--- src/rtl/prl_pkg.sv ---
`timescale 1ns / 1ps
// ---------------------------------------------------------------------------
// prl_pkg
// Shared types and constants for the priority ready list.
// ---------------------------------------------------------------------------
package prl_pkg;

  localparam int MAX_TASKS = 16;
  localparam int SLOT_W    = $clog2(MAX_TASKS + 1);
  localparam int PRIO_W    = 8;

  localparam logic [SLOT_W-1:0] NIL = SLOT_W'(MAX_TASKS);

  typedef enum logic {
    OP_ACTIVATE  = 1'b0,
    OP_TERMINATE = 1'b1
  } op_t;

  typedef enum logic [1:0] {
    ST_OK    = 2'd0,
    ST_FULL  = 2'd1,
    ST_EMPTY = 2'd2
  } status_t;

  // ready list entry
  typedef struct packed {
    logic              vld;
    logic [SLOT_W-1:0] slot;
    logic [PRIO_W-1:0] prio;
  } rentry_t;

  // free list entry
  typedef struct packed {
    logic              vld;
    logic [SLOT_W-1:0] slot;
  } fentry_t;

  // ready chain command
  typedef struct packed {
    logic              ins;
    logic              pop;
    logic [SLOT_W-1:0] slot;
    logic [PRIO_W-1:0] prio;
  } rcmd_t;

  // free chain command
  typedef struct packed {
    logic push;
    logic pop;
  } fcmd_t;

endpackage

--- src/rtl/prl_if.sv ---
`timescale 1ns / 1ps
// ---------------------------------------------------------------------------
// prl_if
// Valid/ready channels for requests and results.
// ---------------------------------------------------------------------------
interface prl_in_if;
  logic                        valid;
  logic                        ready;
  logic                        op;
  logic [prl_pkg::PRIO_W-1:0]  priority_req;

  modport source (output valid, op, priority_req, input ready);
  modport sink   (input valid, op, priority_req, output ready);
endinterface

interface prl_out_if;
  logic                        valid;
  logic                        ready;
  logic [prl_pkg::SLOT_W-1:0]  slot;
  logic [prl_pkg::SLOT_W-1:0]  running;
  logic                        preempted;
  logic [1:0]                  status;

  modport source (output valid, slot, running, preempted, status, input ready);
  modport sink   (input valid, slot, running, preempted, status, output ready);
endinterface

--- src/rtl/prl_ready_cell.sv ---
`timescale 1ns / 1ps
// ---------------------------------------------------------------------------
// prl_ready_cell
// One position of the sorted ready chain; shifts right on insert, left on pop.
// ---------------------------------------------------------------------------
module prl_ready_cell (
  input  logic             clk,
  input  logic             rst_n,
  input  prl_pkg::rcmd_t   cmd,
  input  prl_pkg::rentry_t left_q,
  input  logic             left_keep,
  input  prl_pkg::rentry_t right_q,
  output prl_pkg::rentry_t ent_q,
  output logic             keep
);

  prl_pkg::rentry_t ent_r, ent_nxt;

  // entry stays put on insert: equal priority keeps arrival order
  assign keep  = ent_r.vld && (ent_r.prio >= cmd.prio);
  assign ent_q = ent_r;

  always_comb begin
    ent_nxt = ent_r;
    if (cmd.ins) begin
      if (!keep) begin
        if (left_keep) begin
          ent_nxt.vld  = 1'b1;
          ent_nxt.slot = cmd.slot;
          ent_nxt.prio = cmd.prio;
        end else begin
          ent_nxt = left_q;
        end
      end
    end else if (cmd.pop) begin
      ent_nxt = right_q;
    end
  end

  always_ff @(posedge clk) begin
    if (!rst_n) begin
      ent_r.vld <= 1'b0;
    end else begin
      ent_r.vld <= ent_nxt.vld;
    end
    ent_r.slot <= ent_nxt.slot;
    ent_r.prio <= ent_nxt.prio;
  end

endmodule

--- src/rtl/prl_free_cell.sv ---
`timescale 1ns / 1ps
// ---------------------------------------------------------------------------
// prl_free_cell
// One position of the free slot stack; shifts right on push, left on pop.
// ---------------------------------------------------------------------------
module prl_free_cell (
  input  logic                       clk,
  input  logic                       rst_n,
  input  logic [prl_pkg::SLOT_W-1:0] rst_slot,
  input  prl_pkg::fcmd_t             cmd,
  input  prl_pkg::fentry_t           left_q,
  input  prl_pkg::fentry_t           right_q,
  output prl_pkg::fentry_t           ent_q
);

  prl_pkg::fentry_t ent_r, ent_nxt;

  assign ent_q = ent_r;

  always_comb begin
    ent_nxt = ent_r;
    if (cmd.push) begin
      ent_nxt = left_q;
    end else if (cmd.pop) begin
      ent_nxt = right_q;
    end
  end

  always_ff @(posedge clk) begin
    if (!rst_n) begin
      ent_r.vld  <= 1'b1;
      ent_r.slot <= rst_slot;
    end else begin
      ent_r <= ent_nxt;
    end
  end

endmodule

--- src/rtl/priority_ready_list.sv ---
`timescale 1ns / 1ps
// ---------------------------------------------------------------------------
// priority_ready_list
// Task slot table: sorted ready chain of cells plus a free slot stack.
//
//   channel  dir  payload                              transfer when
//   in_ch    in   op, priority_req                     valid & ready
//   out_ch   out  slot, running, preempted, status     valid & ready
//
// Every ready cell compares its priority with the request in parallel, and the
// chain shifts in the same cycle that the request transfers.
// The result register must be empty or draining for a request to transfer.
// Reset (synchronous, active low) empties the ready chain and loads the free
// stack with slots 0 up to the last, slot 0 on top.
// ---------------------------------------------------------------------------
module priority_ready_list (
  input  logic      clk,
  input  logic      rst_n,
  prl_in_if.sink    in_ch,
  prl_out_if.source out_ch
);

  localparam int N = prl_pkg::MAX_TASKS;

  prl_pkg::rentry_t rd_q   [N];
  logic             rd_keep[N];
  prl_pkg::fentry_t fr_q   [N];
  prl_pkg::rcmd_t   rcmd;
  prl_pkg::fcmd_t   fcmd;

  logic                       acc;
  logic                       out_valid_r;
  logic [prl_pkg::SLOT_W-1:0] slot_r, slot_nxt;
  logic [prl_pkg::SLOT_W-1:0] running_r, running_nxt;
  logic                       preempted_r, preempted_nxt;
  prl_pkg::status_t           status_r, status_nxt;
  logic [prl_pkg::SLOT_W-1:0] old_head, second;

  assign in_ch.ready = !out_valid_r || out_ch.ready;
  assign acc         = in_ch.valid && in_ch.ready;

  assign old_head = rd_q[0].vld ? rd_q[0].slot : prl_pkg::NIL;
  assign second   = rd_q[1].vld ? rd_q[1].slot : prl_pkg::NIL;

  always_comb begin
    rcmd          = '0;
    fcmd          = '0;
    rcmd.prio     = in_ch.priority_req;
    rcmd.slot     = fr_q[0].slot;
    slot_nxt      = prl_pkg::NIL;
    running_nxt   = old_head;
    preempted_nxt = 1'b0;
    status_nxt    = prl_pkg::ST_OK;
    if (prl_pkg::op_t'(in_ch.op) == prl_pkg::OP_ACTIVATE) begin
      if (!fr_q[0].vld) begin
        status_nxt = prl_pkg::ST_FULL;
      end else begin
        rcmd.ins = acc;
        fcmd.pop = acc;
        slot_nxt = fr_q[0].slot;
        if (!rd_keep[0]) begin
          running_nxt   = fr_q[0].slot;
          preempted_nxt = 1'b1;
        end
      end
    end else begin
      if (!rd_q[0].vld) begin
        running_nxt = prl_pkg::NIL;
        status_nxt  = prl_pkg::ST_EMPTY;
      end else begin
        rcmd.pop      = acc;
        fcmd.push     = acc;
        slot_nxt      = rd_q[0].slot;
        running_nxt   = second;
        preempted_nxt = 1'b1;
      end
    end
  end

  for (genvar i = 0; i < N; i++) begin : g_cell
    prl_pkg::rentry_t r_left, r_right;
    logic             r_left_keep;
    prl_pkg::fentry_t f_left, f_right;

    if (i == 0) begin : g_first
      assign r_left      = '0;
      assign r_left_keep = 1'b1;
      assign f_left      = {1'b1, rd_q[0].slot};
    end else begin : g_mid
      assign r_left      = rd_q[i-1];
      assign r_left_keep = rd_keep[i-1];
      assign f_left      = fr_q[i-1];
    end

    if (i == N - 1) begin : g_last
      assign r_right = '0;
      assign f_right = '0;
    end else begin : g_inner
      assign r_right = rd_q[i+1];
      assign f_right = fr_q[i+1];
    end

    prl_ready_cell u_rcell (
      .clk       (clk),
      .rst_n     (rst_n),
      .cmd       (rcmd),
      .left_q    (r_left),
      .left_keep (r_left_keep),
      .right_q   (r_right),
      .ent_q     (rd_q[i]),
      .keep      (rd_keep[i])
    );

    prl_free_cell u_fcell (
      .clk      (clk),
      .rst_n    (rst_n),
      .rst_slot (prl_pkg::SLOT_W'(i)),
      .cmd      (fcmd),
      .left_q   (f_left),
      .right_q  (f_right),
      .ent_q    (fr_q[i])
    );
  end

  always_ff @(posedge clk) begin
    if (!rst_n) begin
      out_valid_r <= 1'b0;
    end else if (acc) begin
      out_valid_r <= 1'b1;
    end else if (out_ch.ready) begin
      out_valid_r <= 1'b0;
    end
    if (acc) begin
      slot_r      <= slot_nxt;
      running_r   <= running_nxt;
      preempted_r <= preempted_nxt;
      status_r    <= status_nxt;
    end
  end

  assign out_ch.valid     = out_valid_r;
  assign out_ch.slot      = slot_r;
  assign out_ch.running   = running_r;
  assign out_ch.preempted = preempted_r;
  assign out_ch.status    = status_r;

endmodule
--- src/flat_wrapper.sv ---
// flat-port wrapper written by rule: the top's interface ports become plain ports
module priority_ready_list_flat 
  (clk, rst_n, in_ch_valid, in_ch_op, in_ch_priority_req, in_ch_ready, out_ch_valid, out_ch_slot, out_ch_running, out_ch_preempted, out_ch_status, out_ch_ready);
  prl_in_if in_ch_i ();
  prl_out_if out_ch_i ();
  input  logic clk;
  input  logic rst_n;
  input wire logic [$bits(in_ch_i.valid)-1:0] in_ch_valid;
  input wire logic [$bits(in_ch_i.op)-1:0] in_ch_op;
  input wire logic [$bits(in_ch_i.priority_req)-1:0] in_ch_priority_req;
  output wire logic [$bits(in_ch_i.ready)-1:0] in_ch_ready;
  output wire logic [$bits(out_ch_i.valid)-1:0] out_ch_valid;
  output wire logic [$bits(out_ch_i.slot)-1:0] out_ch_slot;
  output wire logic [$bits(out_ch_i.running)-1:0] out_ch_running;
  output wire logic [$bits(out_ch_i.preempted)-1:0] out_ch_preempted;
  output wire logic [$bits(out_ch_i.status)-1:0] out_ch_status;
  input wire logic [$bits(out_ch_i.ready)-1:0] out_ch_ready;
  assign in_ch_i.valid = in_ch_valid;
  assign in_ch_i.op = in_ch_op;
  assign in_ch_i.priority_req = in_ch_priority_req;
  assign in_ch_ready = in_ch_i.ready;
  assign out_ch_valid = out_ch_i.valid;
  assign out_ch_slot = out_ch_i.slot;
  assign out_ch_running = out_ch_i.running;
  assign out_ch_preempted = out_ch_i.preempted;
  assign out_ch_status = out_ch_i.status;
  assign out_ch_i.ready = out_ch_ready;
  priority_ready_list u_core (.clk(clk), .rst_n(rst_n), .in_ch(in_ch_i), .out_ch(out_ch_i));
endmodule
--- config.mk ---
export PLATFORM = sky130hd
export DESIGN_NAME = priority_ready_list_flat
export DESIGN_NICKNAME = d
export VERILOG_FILES = /design/src/rtl/prl_pkg.sv /design/src/rtl/prl_if.sv /design/src/rtl/prl_ready_cell.sv /design/src/rtl/prl_free_cell.sv /design/src/rtl/priority_ready_list.sv /design/src/flat_wrapper.sv
export SDC_FILE = /design/constraint.sdc
export NUM_CORES = 1
export LEC_CHECK = 0
export ABC_AREA = 1
export BUFFER_PORTS_ARGS = -buffer_cell sky130_fd_sc_hd__buf_2
export CELL_PAD_IN_SITES_DETAIL_PLACEMENT = 1
export CELL_PAD_IN_SITES_GLOBAL_PLACEMENT = 2
export CORE_MARGIN = 2
export CORE_UTILIZATION = 39
export CTS_BUF_LIST = sky130_fd_sc_hd__clkbuf_16
export CTS_CLUSTER_DIAMETER = 50
export DETAILED_ROUTE_END_ITERATION = 8
export GPL_TIMING_DRIVEN = 0
export PLACE_DENSITY = 0.8
export SLEW_MARGIN = 20
export SYNTH_ARGS = -nofsm -noshare
export SYNTH_HDL_FRONTEND = slang
export SYNTH_SLANG_ARGS = --single-unit
--- constraint.sdc ---
create_clock -name clk -period 3.3 [get_ports clk]
set_clock_uncertainty 0.15 [all_clocks]
set_input_delay 0.165 -clock clk [delete_from_list [all_inputs] [get_ports clk]]
set_output_delay 0.165 -clock clk [all_outputs]
set_load 0.02 [all_outputs]
==> results of run 1 <==
-- logic make-up (layout without fill, tap and decap cells) --
| kind of cell | Yosys count | after routing |
|---|---|---|
| AOI/OAI and AO/OA | 513 | 513 |
| adders and majority gates | 128 | 128 |
| buffers and inverters | 301 | 419 |
| DFF | 334 | 334 |
| muxes | 12 | 12 |
| and+or+nand+nor | 1016 | 1016 |
-- stage by stage --
stage          cells  setup TNS (ns)  power [mW]  util, %
4_1_cts         3037               0        12.1     44.6
3_5_place_dp    2945           -3.36        6.90     41.2
2_1_floorplan   2304               0        6.26        -
5_1_grt         3037               0        12.5     44.6
3_3_place_gp    2945           -4.81        6.81     41.2
6_report        3037               0        12.0     44.6
-- area by class of cell --
| class | count | area [um^2] |
|---|---|---|
| buffer | 125 | 626 |
| clock buffer | 51 | 1280 |
| clock inverter | 37 | 298 |
| fill | 5720 | 26400 |
| inverter | 176 | 661 |
| multi-input combinational | 1669 | 8490 |
| sequential | 334 | 8900 |
| tap | 615 | 769 |
| timing repair buffer | 30 | 170 |
-- registers in the layout, indices dropped and copies added, names as in the netlist --
register / flops
u_core.out_ch.slot: 5
u_core.out_ch.preempted: 1
u_core.out_ch.status: 2
u_core.g_cell.u_fcell.ent_q: 96
u_core.out_ch.running: 5
u_core.g_cell.u_rcell.ent_q: 224
u_core.out_ch.valid: 1
-- how the worst max path moves through the flow --
stage	from	to	slack, ns	cells past startpoint
after global placement	in_ch_priority_req[3]	u_core.g_cell[0].u_rcell.ent_q[7]	-0.37	13
after CTS	in_ch_priority_req[5]	u_core.g_cell[0].u_rcell.ent_q[4]	0.33	10
after detailed placement	in_ch_priority_req[5]	u_core.g_cell[0].u_rcell.ent_q[6]	-0.25	10
after global routing	in_ch_priority_req[5]	u_core.g_cell[0].u_rcell.ent_q[4]	0.18	10
final	in_ch_priority_req[5]	u_core.g_cell[0].u_rcell.ent_q[9]	0.37	10
after floorplan	in_ch_priority_req[3]	u_core.g_cell[0].u_rcell.ent_q[0]	0.96	12
-- metal layers --
layer | up-vias | share of wire [%] | track usage, %
li1 | 7884 | - | -
met3 | 120 | 2.9 | 2.88
met5 | - | 0 | 0
met1 | 8036 | 45 | 33.9
met4 | 0 | 3.7 | 10.5
met2 | 257 | 48 | 45.8
-- critical path: cells and delay by family --
family	cells	cell delay, ns
adder cells (fa/ha/maj)	1	0.40
AND/OR/NAND/NOR	4	0.94
buffers and inverters	3	1.21
AO/OA/AOI/OAI	2	0.27
-- synth_stat cells (all sizes together), types with 13 or more instances --
master / number / share of area [%]
o21bai: 13 / 0.52
o211ai: 82 / 3.3
clkbuf: 43 / 0.87
buf: 82 / 2.5
nor2: 91 / 2.0
nand2: 900 / 18
nor3: 17 / 0.46
dfxtp: 113 / 12
ha: 128 / 8.6
edfxtp: 221 / 36
a21oi: 93 / 2.5
inv: 176 / 3.5
o21ai: 305 / 8.2
-- layout by cell type (no fill, tap or decap), drive strengths merged --
cell type    count
a31oi            6
a21oi           93
buf            108
o21bai          13
a22oi            2
clkbuf          94
mux2i           12
clkinv          19
ha             128
bufinv           4
o221ai           1
o22ai            2
o21a             2
nand3            8
o21ai          305
nor3            17
dlygate4sd3      4
o211ai          82
edfxtp         221
inv            190
nand2          900
nor2            91
dfxtp          113
a221oi           7
-- report_power, final --
group | internal, mW | switching (mW) | total (mW)
clock network | 3.11 | 2.03 | 5.14
logic | 0.543 | 1.14 | 1.69
registers | 4.88 | 0.267 | 5.14
==> results.txt, run 1 <==
----------------------------------------------------
[Worst setup path]
  Cell occurring most often along the worst timing path ... nand2_1
  Critical-path cell with the highest stage delay ... inv_1
  Endpoint of the lowest-slack register-to-register path ... u_core.g_cell[0].u_rcell.ent_q[9]
  Critical Path, Cell by Cell ... buf_2 > inv_1 > ha_1 > a21oi_1 > o21a_1 > nand2_1 > nand2_1 > nand2_1 > buf_2 > nand2_1
  Arrival @ worst endpoint ... 2.99 ns
  Kind of end point of the critical path ... register
  Register-to-register setup slack ... 0.47 ns
  Data required time at the worst endpoint ... 3.36 ns
  CP startpoint kind ... input pin
  R2R depth ... 11
  Critical path peak fanout ... 16
  Max stage delay on crit path ... 0.86 ns
  Setup CP Type ... in2reg
  Reg-to-reg startpoint ... u_core.g_cell[0].u_rcell.ent_q[3]

[Detailed routing]
  Residual DRC count ... 0
  WL/cell ... 21.3 um
  DRT iter0 DRCs ... 763
  First-pass iteration count of the detailed router ... 5
  Routed vias/inst ... 5.37
  Routed vias ... 16300
  Post-detailed-route count of antenna-violating nets ... 0
  Total Routed Length ... 64.8 mm

[Clocking]
  CTS-repair resized insts ... 0
  Root buf cell ... clkbuf_16
  Clock slew seen by the registers of the worst setup and hold paths ... 0.06 ns
  Count of H-tree levels built during CTS ... 2
  Clock buffer count from CTS ... 48
  Clock tree from TritonCTS ... built
  Setup repair bufs after CTS ... 0
  Clk Latency, worst-skew pair ... 0.58 ns
  Clock net sink count ... 334
  CTS Buffer Depth ... 3
  Hold buffer count at cts ... 4

[GRT]
  Wire length of the first global-routing pass ... 101 mm
  Global routing usage summed across all routing layers ... 26.5%
  Vias in the first global route ... 17400
  Pin count of the biggest net entering global routing ... 18
  Antenna violations before repair ... 0
  GRT overflow ... 0

[Placed design]
  Placed standard-cell area ... 19600 um^2
  Detailed placer's ending HPWL ... 47.8 mm
  Routability cong. ... 0.841
  Worst slack at placement ... -0.255 ns
  Buffers on Ports ... 26

[Power and ir drop]
  Power per unit of standard cell area ... 565 nW/um^2
  Peak supply drop ... 0.000366 V
  Leakage dissipation ... 10.6 nW

[Logic synthesis]
  Number of flops mapped to enable cells by yosys ... 221
  Area share of xor/xnor cells in the synthesized design ... 0%
  Sequential-to-total area share from yosys stat ... 47.7%
  Multiplexer share of the synthesized area ... 0.643%
  Cell count after synthesis ... 2304
  Syn Nets ... 2445
  Fraction of the mapped netlist area in simple logic gates ... 20.9%
  Total standard cell area after synthesis ... 18700 um^2
  Mean instance size in the synthesized netlist ... 8.10 um^2
  Combinational family with the most area after synthesis ... simple AND/OR/NAND/NOR gates
  Share of flip-flops with an asynchronous set or reset after synthesis ... 0%
  Number of warnings printed during yosys synthesis ... 0
  Adder-cell share of the synthesized area ... 8.58%
  Number of storage elements in the synthesis netlist ... 334
  Post-synthesis compound-gate area fraction ... 15.3%
  Cell variety after synth ... 30
  Top_reg_cell synth ... edfxtp_1

[Floorplan]
  Ports placed on the boundary ... 28
  Chip Height ... 223 um
  Area of the die ... 49600 um^2
  Core box area ... 47500 um^2
  Cell Rows ... 80
  Die width ... 223 um
  Starting density of the core ... 39.3%

[Layout]
  Final Cell Area ... 21200 um^2
  Growth of design area from synthesis to finish ... 13.5%
  Share of post-route cells with drive strength above 1 ... 8.30%
  Total Nets Final ... 2525
  Antenna diodes ... 0

[Min path]
  Hold depth ... 5
  Endpoint, Worst Hold ... u_core.g_cell[14].u_rcell.ent_q[5]
  Hold path startpoint ... in_ch_priority_req[5]
  Worst Hold Class ... in2reg

[STA]
  Transition at the pin with the smallest max-transition slack ... 1.20 ns
  Clock period minus worst slack ... 2.93 ns
  Final hold violation count ... 0
  Worst rel slew slack ... 19.8%
  FMAX ... 0.341 GHz
  Min setup slack post-route ... 0.367 ns
  Final setup violation count ... 0
  RSZ-0062 raised after global routing ... no
  Number of pins with negative max-slew slack in the final report ... 0
  Min Hold Slack ... 0.0459 ns
  Final cycle utilization of the critical path ... 88.9%

[Job]
  Number of maximum-capacitance violations ... 0

[Run status]
  Outcome ... complete, no violations

----------------------------------------------------
Note: power is estimated with default switching activity, not from simulation.
==> inputs of run 2 (changes only) <==
Settings changed: CORE_ASPECT_RATIO set to 0.7.
==> results.txt, run 2 (same netlist as run 1, synthesis figures left out) <==
----------------------------------------------------
[GRT]
  Pin count of the biggest net entering global routing ... 18 (unchanged)
  GRT met3 Usage ... 3.98% (+1.1 points)
  Global routing usage summed across all routing layers ... 27.7% (+1.2 points)
  Met1 Track Usage GR ... 43.5% (+9.5 points)
  Wire length of the first global-routing pass ... 105 mm (+4.2%)
  Vias in the first global route ... 17200 (-0.91%)
  GRT Max-Usage Layer ... met1
  Met2 track utilization from global routing ... 40.1% (-5.7 points)
  Antenna violations before repair ... 1 (+1)
  GRT overflow ... 0 (unchanged)

[Clocking]
  Clock net sink count ... 334 (unchanged)
  Clk Latency, worst-skew pair ... 0.56 ns (-0.02 ns)
  Count of H-tree levels built during CTS ... 2 (unchanged)
  Clock tree from TritonCTS ... built
  Setup repair bufs after CTS ... 0 (unchanged)
  Clock slew seen by the registers of the worst setup and hold paths ... 0.06 ns (about the same)
  Root buf cell ... clkbuf_16
  Clock buffer count from CTS ... 42 (-13%)
  CTS Buffer Depth ... 3 (unchanged)

[Layout]
  Number of flip-flops under the largest register name ... 224 (unchanged)
  Antenna diodes ... 0 (unchanged)
  Filler cell count ... 5682 (-0.66%)
  Total Nets Final ... 2518 (-0.28%)
  Final instance count without filler cells ... 3030 (-0.23%)
  Core occupancy in the finished layout ... 44.2% (-0.38 points)
  Share of post-route cells with drive strength above 1 ... 8.01% (-0.29 points)
  Most used cells in the layout excluding fill and tap cells ... nand2_1, o21ai_0, edfxtp_1, inv_1, ha_1
  Growth of design area from synthesis to finish ... 12.5%
  Commonest non-fill, non-tap cell in the layout ... nand2_1

[Floorplan]
  Cell Rows ... 67 (-16%)
  Starting density of the core ... 39.3% (about the same)
  Chip Height ... 187 um (-16%)
  Area of the die ... 49700 um^2 (about the same)
  Core box area ... 47500 um^2 (about the same)
  Die width ... 266 um (+19%)
  Ports placed on the boundary ... 28 (unchanged)

[Worst setup path]
  Kind of end point of the critical path ... register
  WP buf/inv ... 3 (unchanged)
  Arrival @ worst endpoint ... 3.07 ns (+0.08 ns)
  Cell occurring most often along the worst timing path ... nand2_1
  CP startpoint kind ... input pin
  Reg-to-reg startpoint ... u_core.g_cell[0].u_rcell.ent_q[3]
  R2R depth ... 11 (unchanged)
  Max stage delay on crit path ... 0.79 ns (-0.07 ns)
  Family with the most delay on the worst path ... buffers and inverters
  Crit. path cell count ... 10 (unchanged)
  Register-to-register setup slack ... 0.40 ns (-0.07 ns)
  Critical-path cell with the highest stage delay ... inv_1
  Setup CP Type ... in2reg
  Critical Path, Cell by Cell ... buf_2 > inv_1 > ha_1 > a21oi_1 > o21a_1 > nand2_1 > nand2_1 > nand2_1 > buf_2 > nand2_1
  Critical path peak fanout ... 16 (unchanged)
  Data required time at the worst endpoint ... 3.33 ns (-0.03 ns)
  Endpoint of the lowest-slack register-to-register path ... u_core.g_cell[0].u_rcell.ent_q[10]

[Power and ir drop]
  Peak supply drop ... 0.000336 V (-8.3%)
  Leakage dissipation ... 10.5 nW (-1.3%)
  Power per unit of standard cell area ... 556 nW/um^2 (-1.6%)

[Detailed routing]
  Total Routed Length ... 68.6 mm (+5.9%)
  First-pass iteration count of the detailed router ... 5 (unchanged)
  Residual DRC count ... 0 (unchanged)
  Routed vias/inst ... 5.57 (+3.7%)
  Routed vias ... 16900 (+3.5%)
  WL/cell ... 22.7 um (+6.2%)
  Post-detailed-route count of antenna-violating nets ... 0 (unchanged)
  DRT iter0 DRCs ... 1452 (+90%)

[Placed design]
  Detailed placer's ending HPWL ... 50.6 mm (+5.8%)
  Routability cong. ... 0.841 (about the same)
  Number of placed instances with taps included ... 2951 (+0.20%)
  Buffers on Ports ... 26 (unchanged)
  Worst slack at placement ... -0.423 ns (-0.168 ns)

[Job]
  Number of maximum-capacitance violations ... 0 (unchanged)

[STA]
  Clock period minus worst slack ... 3.04 ns (+0.104 ns)
  Final hold violation count ... 0 (unchanged)
  Worst rel slew slack ... 26.5% (+6.6 points)
  Min Hold Slack ... 0.0644 ns (+0.0185 ns)
  FMAX ... 0.329 GHz (-3.4%)
  Min setup slack post-route ... 0.263 ns (-0.104 ns)
  Total negative slack for setup checks ... 0 ns (unchanged)
  Final cycle utilization of the critical path ... 92.0% (+3.1 points)
  Number of pins with negative max-slew slack in the final report ... 0 (unchanged)
  Final setup violation count ... 0 (unchanged)
  RSZ-0062 raised after global routing ... no
  Transition at the pin with the smallest max-transition slack ... 1.10 ns (-0.0995 ns)

[Min path]
  Hold path startpoint ... in_ch_priority_req[7]
  Worst Hold Class ... in2reg
  Hold depth ... 5 (unchanged)
  Endpoint, Worst Hold ... u_core.g_cell[14].u_rcell.ent_q[7]

[Run status]
  Outcome ... complete, no violations

----------------------------------------------------
-- run 2: cell types whose count changed in the layout (fill, tap and decap cells not counted), sizes merged --
cell         delta
clkinvlp        +6
bufinv          +1
dlygate4sd3     -1
inv             -8
clkbuf          -8
clkinv          -3
-- run 2: where the power goes --
| part | switching (mW) | leakage [nW] | internal [mW] |
|---|---|---|---|
| registers | 0.279 | 3.02 | 4.87 |
| logic | 1.20 | 6.75 | 0.542 |
| clock network | 2.00 | 0.682 | 2.77 |
-- run 2: routing by layer --
metal / vias up / wire, um
met1: 8475 / 35200
li1: 7860 / -
met5: - / 0
met3: 80 / 4230
met4: 0 / 1070
met2: 450 / 28200
-- run 2: cell type report --
type / count / area (um^2) / area share, %
multi-input combinational: 1669 / 8490 / 40.4
timing repair buffer: 29 / 160 / 0.763
buffer: 125 / 626 / 2.98
tap: 621 / 777 / 3.70
clock buffer: 43 / 1080 / 5.12
inverter: 176 / 668 / 3.18
clock inverter: 33 / 307 / 1.46
sequential: 334 / 8900 / 42.4
-- run 2: worst reg2reg max path, stage by stage (launching register included) --
cell,delay [ns]
edfxtp_1,0.41
ha_1,0.31
nand2_1,0.09
nor2_1,0.05
nor2_1,0.08
nand2_1,0.10
nand2_1,0.07
nand2_1,0.04
nand2_1,0.21
nand2_1,0.25
buf_2,0.26
nand2_1,0.53
-- run 2: worst max-delay path by stage --
stage	end	start
4_1_cts	u_core.g_cell[0].u_rcell.ent_q[8]	in_ch_priority_req[1]
6_report	u_core.g_cell[0].u_rcell.ent_q[10]	in_ch_priority_req[5]
5_1_grt	u_core.g_cell[0].u_rcell.ent_q[10]	in_ch_priority_req[3]
2_1_floorplan	u_core.g_cell[0].u_rcell.ent_q[0]	in_ch_priority_req[3]
3_5_place_dp	u_core.g_cell[0].u_rcell.ent_q[0]	in_ch_priority_req[1]
3_3_place_gp	u_core.g_cell[0].u_rcell.ent_q[1]	in_ch_priority_req[3]
-- run 2: per-stage QoR --
step	power, mW	cell area, um^2
finish	11.7	21000
global route	12.1	21000
CTS	11.7	21000
detailed placement	6.94	19600
global placement	6.84	19600
floorplan	6.26	18700
-- run 2: repair_timing --
| action | 4_1_cts | 5_1_grt |
|---|---|---|
| gates resized for setup | 0 | 2 |
| hold endpoints to repair | 5 | 0 |
| hold buffers | 3 | 0 |
| endpoints found under the setup margin | 0 | 13 |
==> inputs of run 3 (changes only) <==
Settings changed: PLACE_DENSITY 0.8 to 0.81, SKIP_LAST_GASP set to 1, SYNTH_HIERARCHICAL set to 1.
Clock period 3.3 ns to 3.2 ns, I/O delays scaled along.
==> results.txt, run 3 <==
----------------------------------------------------
[Run status]
  Outcome ... complete, no violations

[Logic synthesis]
  Area share of the largest cell type after synthesis ... 41.6% (+6.1 points)
  Area contributors post-synth ... edfxtp_1, nand2_1, o21ai_1, ha_1, inv_1
  Top_reg_cell synth ... edfxtp_1
  Most used standard cells in the synthesized netlist ... nand2_1, o21ai_1, inv_1, edfxtp_1, nor2_1
  Number of flops mapped to enable cells by yosys ... 301 (+36%)
  Library cell occupying the most area in the post-synthesis netlist ... edfxtp_1
  Share of flip-flops with an asynchronous set or reset after synthesis ... 0% (unchanged)
  Mean instance size in the synthesized netlist ... 7.76 um^2 (-4.3%)
  Leading cell type by number of instances after synthesis ... nand2_1
  Combinational family with the most area after synthesis ... simple AND/OR/NAND/NOR gates
  Sequential-to-total area share from yosys stat ... 44.7% (-3.0 points)
  Number of warnings printed during yosys synthesis ... 6 (+6)
  Cell count after synthesis ... 2800 (+22%)
  Cell variety after synth ... 23 (-23%)
  Area share of xor/xnor cells in the synthesized design ... 0% (unchanged)
  Total standard cell area after synthesis ... 21700 um^2 (+16%)
  Adder-cell share of the synthesized area ... 7.37% (-1.2 points)
  Multiplexer share of the synthesized area ... 0% (-0.64 points)
  Number of storage elements in the synthesis netlist ... 334 (unchanged)
  Post-synthesis compound-gate area fraction ... 13.4% (-1.9 points)
  Fraction of the mapped netlist area in simple logic gates ... 23.4% (+2.5 points)

[Worst setup path]
  Setup CP Type ... reg2reg
  CP startpoint kind ... register
  Critical Path, Cell by Cell ... nand2_2 > nor2_4 > buf_16 > buf_16 > buf_6 > nor2_4 > a21oi_2
  Register-to-register setup slack ... 0.32 ns (-0.08 ns)
  WP buf/inv ... 3 (unchanged)
  Max stage delay on crit path ... 0.62 ns (-0.17 ns)
  Critical-path cell with the highest stage delay ... a21oi_2
  Critical path peak fanout ... 14 (-2)
  Kind of end point of the critical path ... register
  Data required time at the worst endpoint ... 3.26 ns (-0.07 ns)
  Arrival @ worst endpoint ... 2.95 ns (-0.12 ns)
  Family with the most delay on the worst path ... simple AND/OR/NAND/NOR gates

[Floorplan]
  Chip Height ... 201 um (+7.7%)
  Die width ... 286 um (+7.7%)
  Cell Rows ... 72 (+7.5%)
  Ports placed on the boundary ... 28 (unchanged)
  Starting density of the core ... 39.4% (+0.11 points)
  Area of the die ... 57600 um^2 (+16%)
  Core box area ... 55100 um^2 (+16%)

[STA]
  Number of pins with negative max-slew slack in the final report ... 0 (unchanged)
  Transition at the pin with the smallest max-transition slack ... 1.05 ns (-0.0501 ns)
  Final hold violation count ... 0 (unchanged)
  Clock period minus worst slack ... 2.88 ns
  Final setup violation count ... 0 (unchanged)
  Worst rel slew slack ... 29.9% (+3.4 points)
  Min Hold Slack ... 0.118 ns (+0.0536 ns)
  FMAX ... 0.347 GHz
  Final cycle utilization of the critical path ... 90.1%
  RSZ-0062 raised after global routing ... no
  Total negative slack for setup checks ... 0 ns (unchanged)

[Layout]
  Antenna diodes ... 0 (unchanged)
  Most used cells in the layout excluding fill and tap cells ... nand2_1, o21ai_1, inv_1, edfxtp_1, nor2_1
  Share of post-route cells with drive strength above 1 ... 12.1% (+4.1 points)
  Total Nets Final ... 3154 (+25%)
  Number of flip-flops under the largest register name ... 224 (unchanged)
  Commonest non-fill, non-tap cell in the layout ... nand2_1
  Growth of design area from synthesis to finish ... 16.3%

[GRT]
  GRT Max-Usage Layer ... met1
  GRT met3 Usage ... 3.39% (-0.59 points)
  Wire length of the first global-routing pass ... 115 mm (+9.5%)
  Met2 track utilization from global routing ... 35.3% (-4.8 points)
  Global routing usage summed across all routing layers ... 25.6% (-2.1 points)
  Met1 Track Usage GR ... 41.7% (-1.8 points)
  Antenna violations before repair ... 0 (-1)
  Pin count of the biggest net entering global routing ... 77 (+59)
  GRT overflow ... 0 (unchanged)
  Vias in the first global route ... 19900 (+15%)

[Job]
  Number of maximum-capacitance violations ... 0 (unchanged)

[Clocking]
  CTS Buffer Depth ... 3 (unchanged)
  Clk Latency, worst-skew pair ... 0.59 ns (+0.03 ns)
  Clock net sink count ... 334 (unchanged)
  Setup repair bufs after CTS ... 0 (unchanged)
  Root buf cell ... clkbuf_16
  Count of H-tree levels built during CTS ... 2 (unchanged)
  Clock tree from TritonCTS ... built
  Clock slew seen by the registers of the worst setup and hold paths ... 0.06 ns (about the same)
  Clock buffer count from CTS ... 49 (+17%)

[Detailed routing]
  Total Routed Length ... 73.2 mm (+6.7%)
  First-pass iteration count of the detailed router ... 5 (unchanged)
  Routed vias/inst ... 5.10 (-8.4%)
  Residual DRC count ... 0 (unchanged)
  DRT iter0 DRCs ... 1596 (+9.9%)
  Routed vias ... 19300 (+15%)
  WL/cell ... 19.3 um (-15%)
  Post-detailed-route count of antenna-violating nets ... 0 (unchanged)

[Power and ir drop]
  Clock share of power ... 42.0% (+1.1 points)
  Peak supply drop ... 0.000319 V (-4.9%)
  Power after layout ... 13.7 mW (+17%)
  Relative contribution of combinational cells to total power ... 16.2% (+1.3 points)
  Power per unit of standard cell area ... 542 nW/um^2 (-2.6%)
  Leakage dissipation ... 12.1 nW (+16%)
  Register share of total power ... 41.8% (-2.3 points)
  Internal power ... 9.52 mW (+16%)
  Switching power total ... 4.17 mW (+20%)
  Switching power as a share of total power ... 30.5% (+0.59 points)

[Placed design]
  Buffers on Ports ... 27 (+3.8%)
  Routability cong. ... 0.817 (-2.8%)
  Detailed placer's ending HPWL ... 54.3 mm (+7.3%)

[Min path]
  Worst Hold Class ... in2reg

----------------------------------------------------
-- run 3: cell count changes after synthesis, moves of 82 or more --
cell / before / now
nor2_1: 88 / 263
o21ai_0: 291 / 22
o21ai_1: 14 / 400
o211ai_1: 82 / 0
inv_1: 172 / 380
nand3_1: 8 / 165
nand2_1: 887 / 761
-- run 3: tightest hold or removal path: stages --
cell and delay, ns:
buf_2 0.10, nand2_1 0.21, nor2_4 0.16, nand3_1 0.10, nand3_1 0.07
-- run 3: cell type report --
class	count	area, um^2
plain buffers	96	681
inverters	461	1730
clock inverters	41	435
multi-input cells	2027	10100
well taps	740	926
clock buffers	51	1280
repair buffers	44	449
flip-flops and latches	334	9700
fillers	6829	29900
-- run 3: logic make-up (layout without fill, tap and decap cells) --
family	after synthesis	count (layout)
other	2	120
flip-flops	334	334
AO/OA/AOI/OAI	537	537
buffers and inverters	557	693
adder cells (fa/ha/maj)	128	128
AND/OR/NAND/NOR	1242	1242
-- run 3: routing by layer --
layer  up-vias  wire length (um)
met4         0              1000
met1      9323             38800
li1       9437                 -
met2       510             28700
met5         -                 0
met3        72              4680
-- run 3: worst paths after layout --
| check | start | end | depth (start not counted) |
|---|---|---|---|
| setup / recovery | u_core/g_cell[0].u_fcell/ent_q[5] | u_core/g_cell[15].u_rcell/ent_q[3] | 7 |
| hold / removal | in_ch_valid | u_core/g_cell[1].u_fcell/ent_q[5] | 5 |
| setup reg to reg | u_core/g_cell[0].u_fcell/ent_q[5] | u_core/g_cell[15].u_rcell/ent_q[3] | 7 |
| hold reg to reg | u_core/g_cell[15].u_fcell/ent_q[5] | u_core/g_cell[15].u_fcell/ent_q[5] | 2 |
-- run 3: power groups by stage --
stage	clock, mW	combinational, mW	sequential (mW)
CTS	5.87	2.17	5.73
floorplan	0	1.48	5.57
detailed placement	0	2.15	5.81
finish	5.75	2.22	5.72
global route	6.04	2.53	5.75
global placement	0	1.98	5.83
-- run 3: timing repair --
action                                 4_1_cts  5_1_grt
gates resized for setup                      0        0
hold buffers                                 4        0
endpoints found under the hold margin       16        0
-- run 3: through the flow --
stage	std cells	utilization, %	worst slack [ns]	area (um^2)
5_1_grt	3794	45.8	0.221	25300
3_5_place_dp	3695	42.6	-0.0847	23500
3_3_place_gp	3685	42.1	-0.649	23200
4_1_cts	3791	45.7	0.331	25200
2_1_floorplan	2918	-	0.406	22200
6_report	3794	45.8	0.316	25300
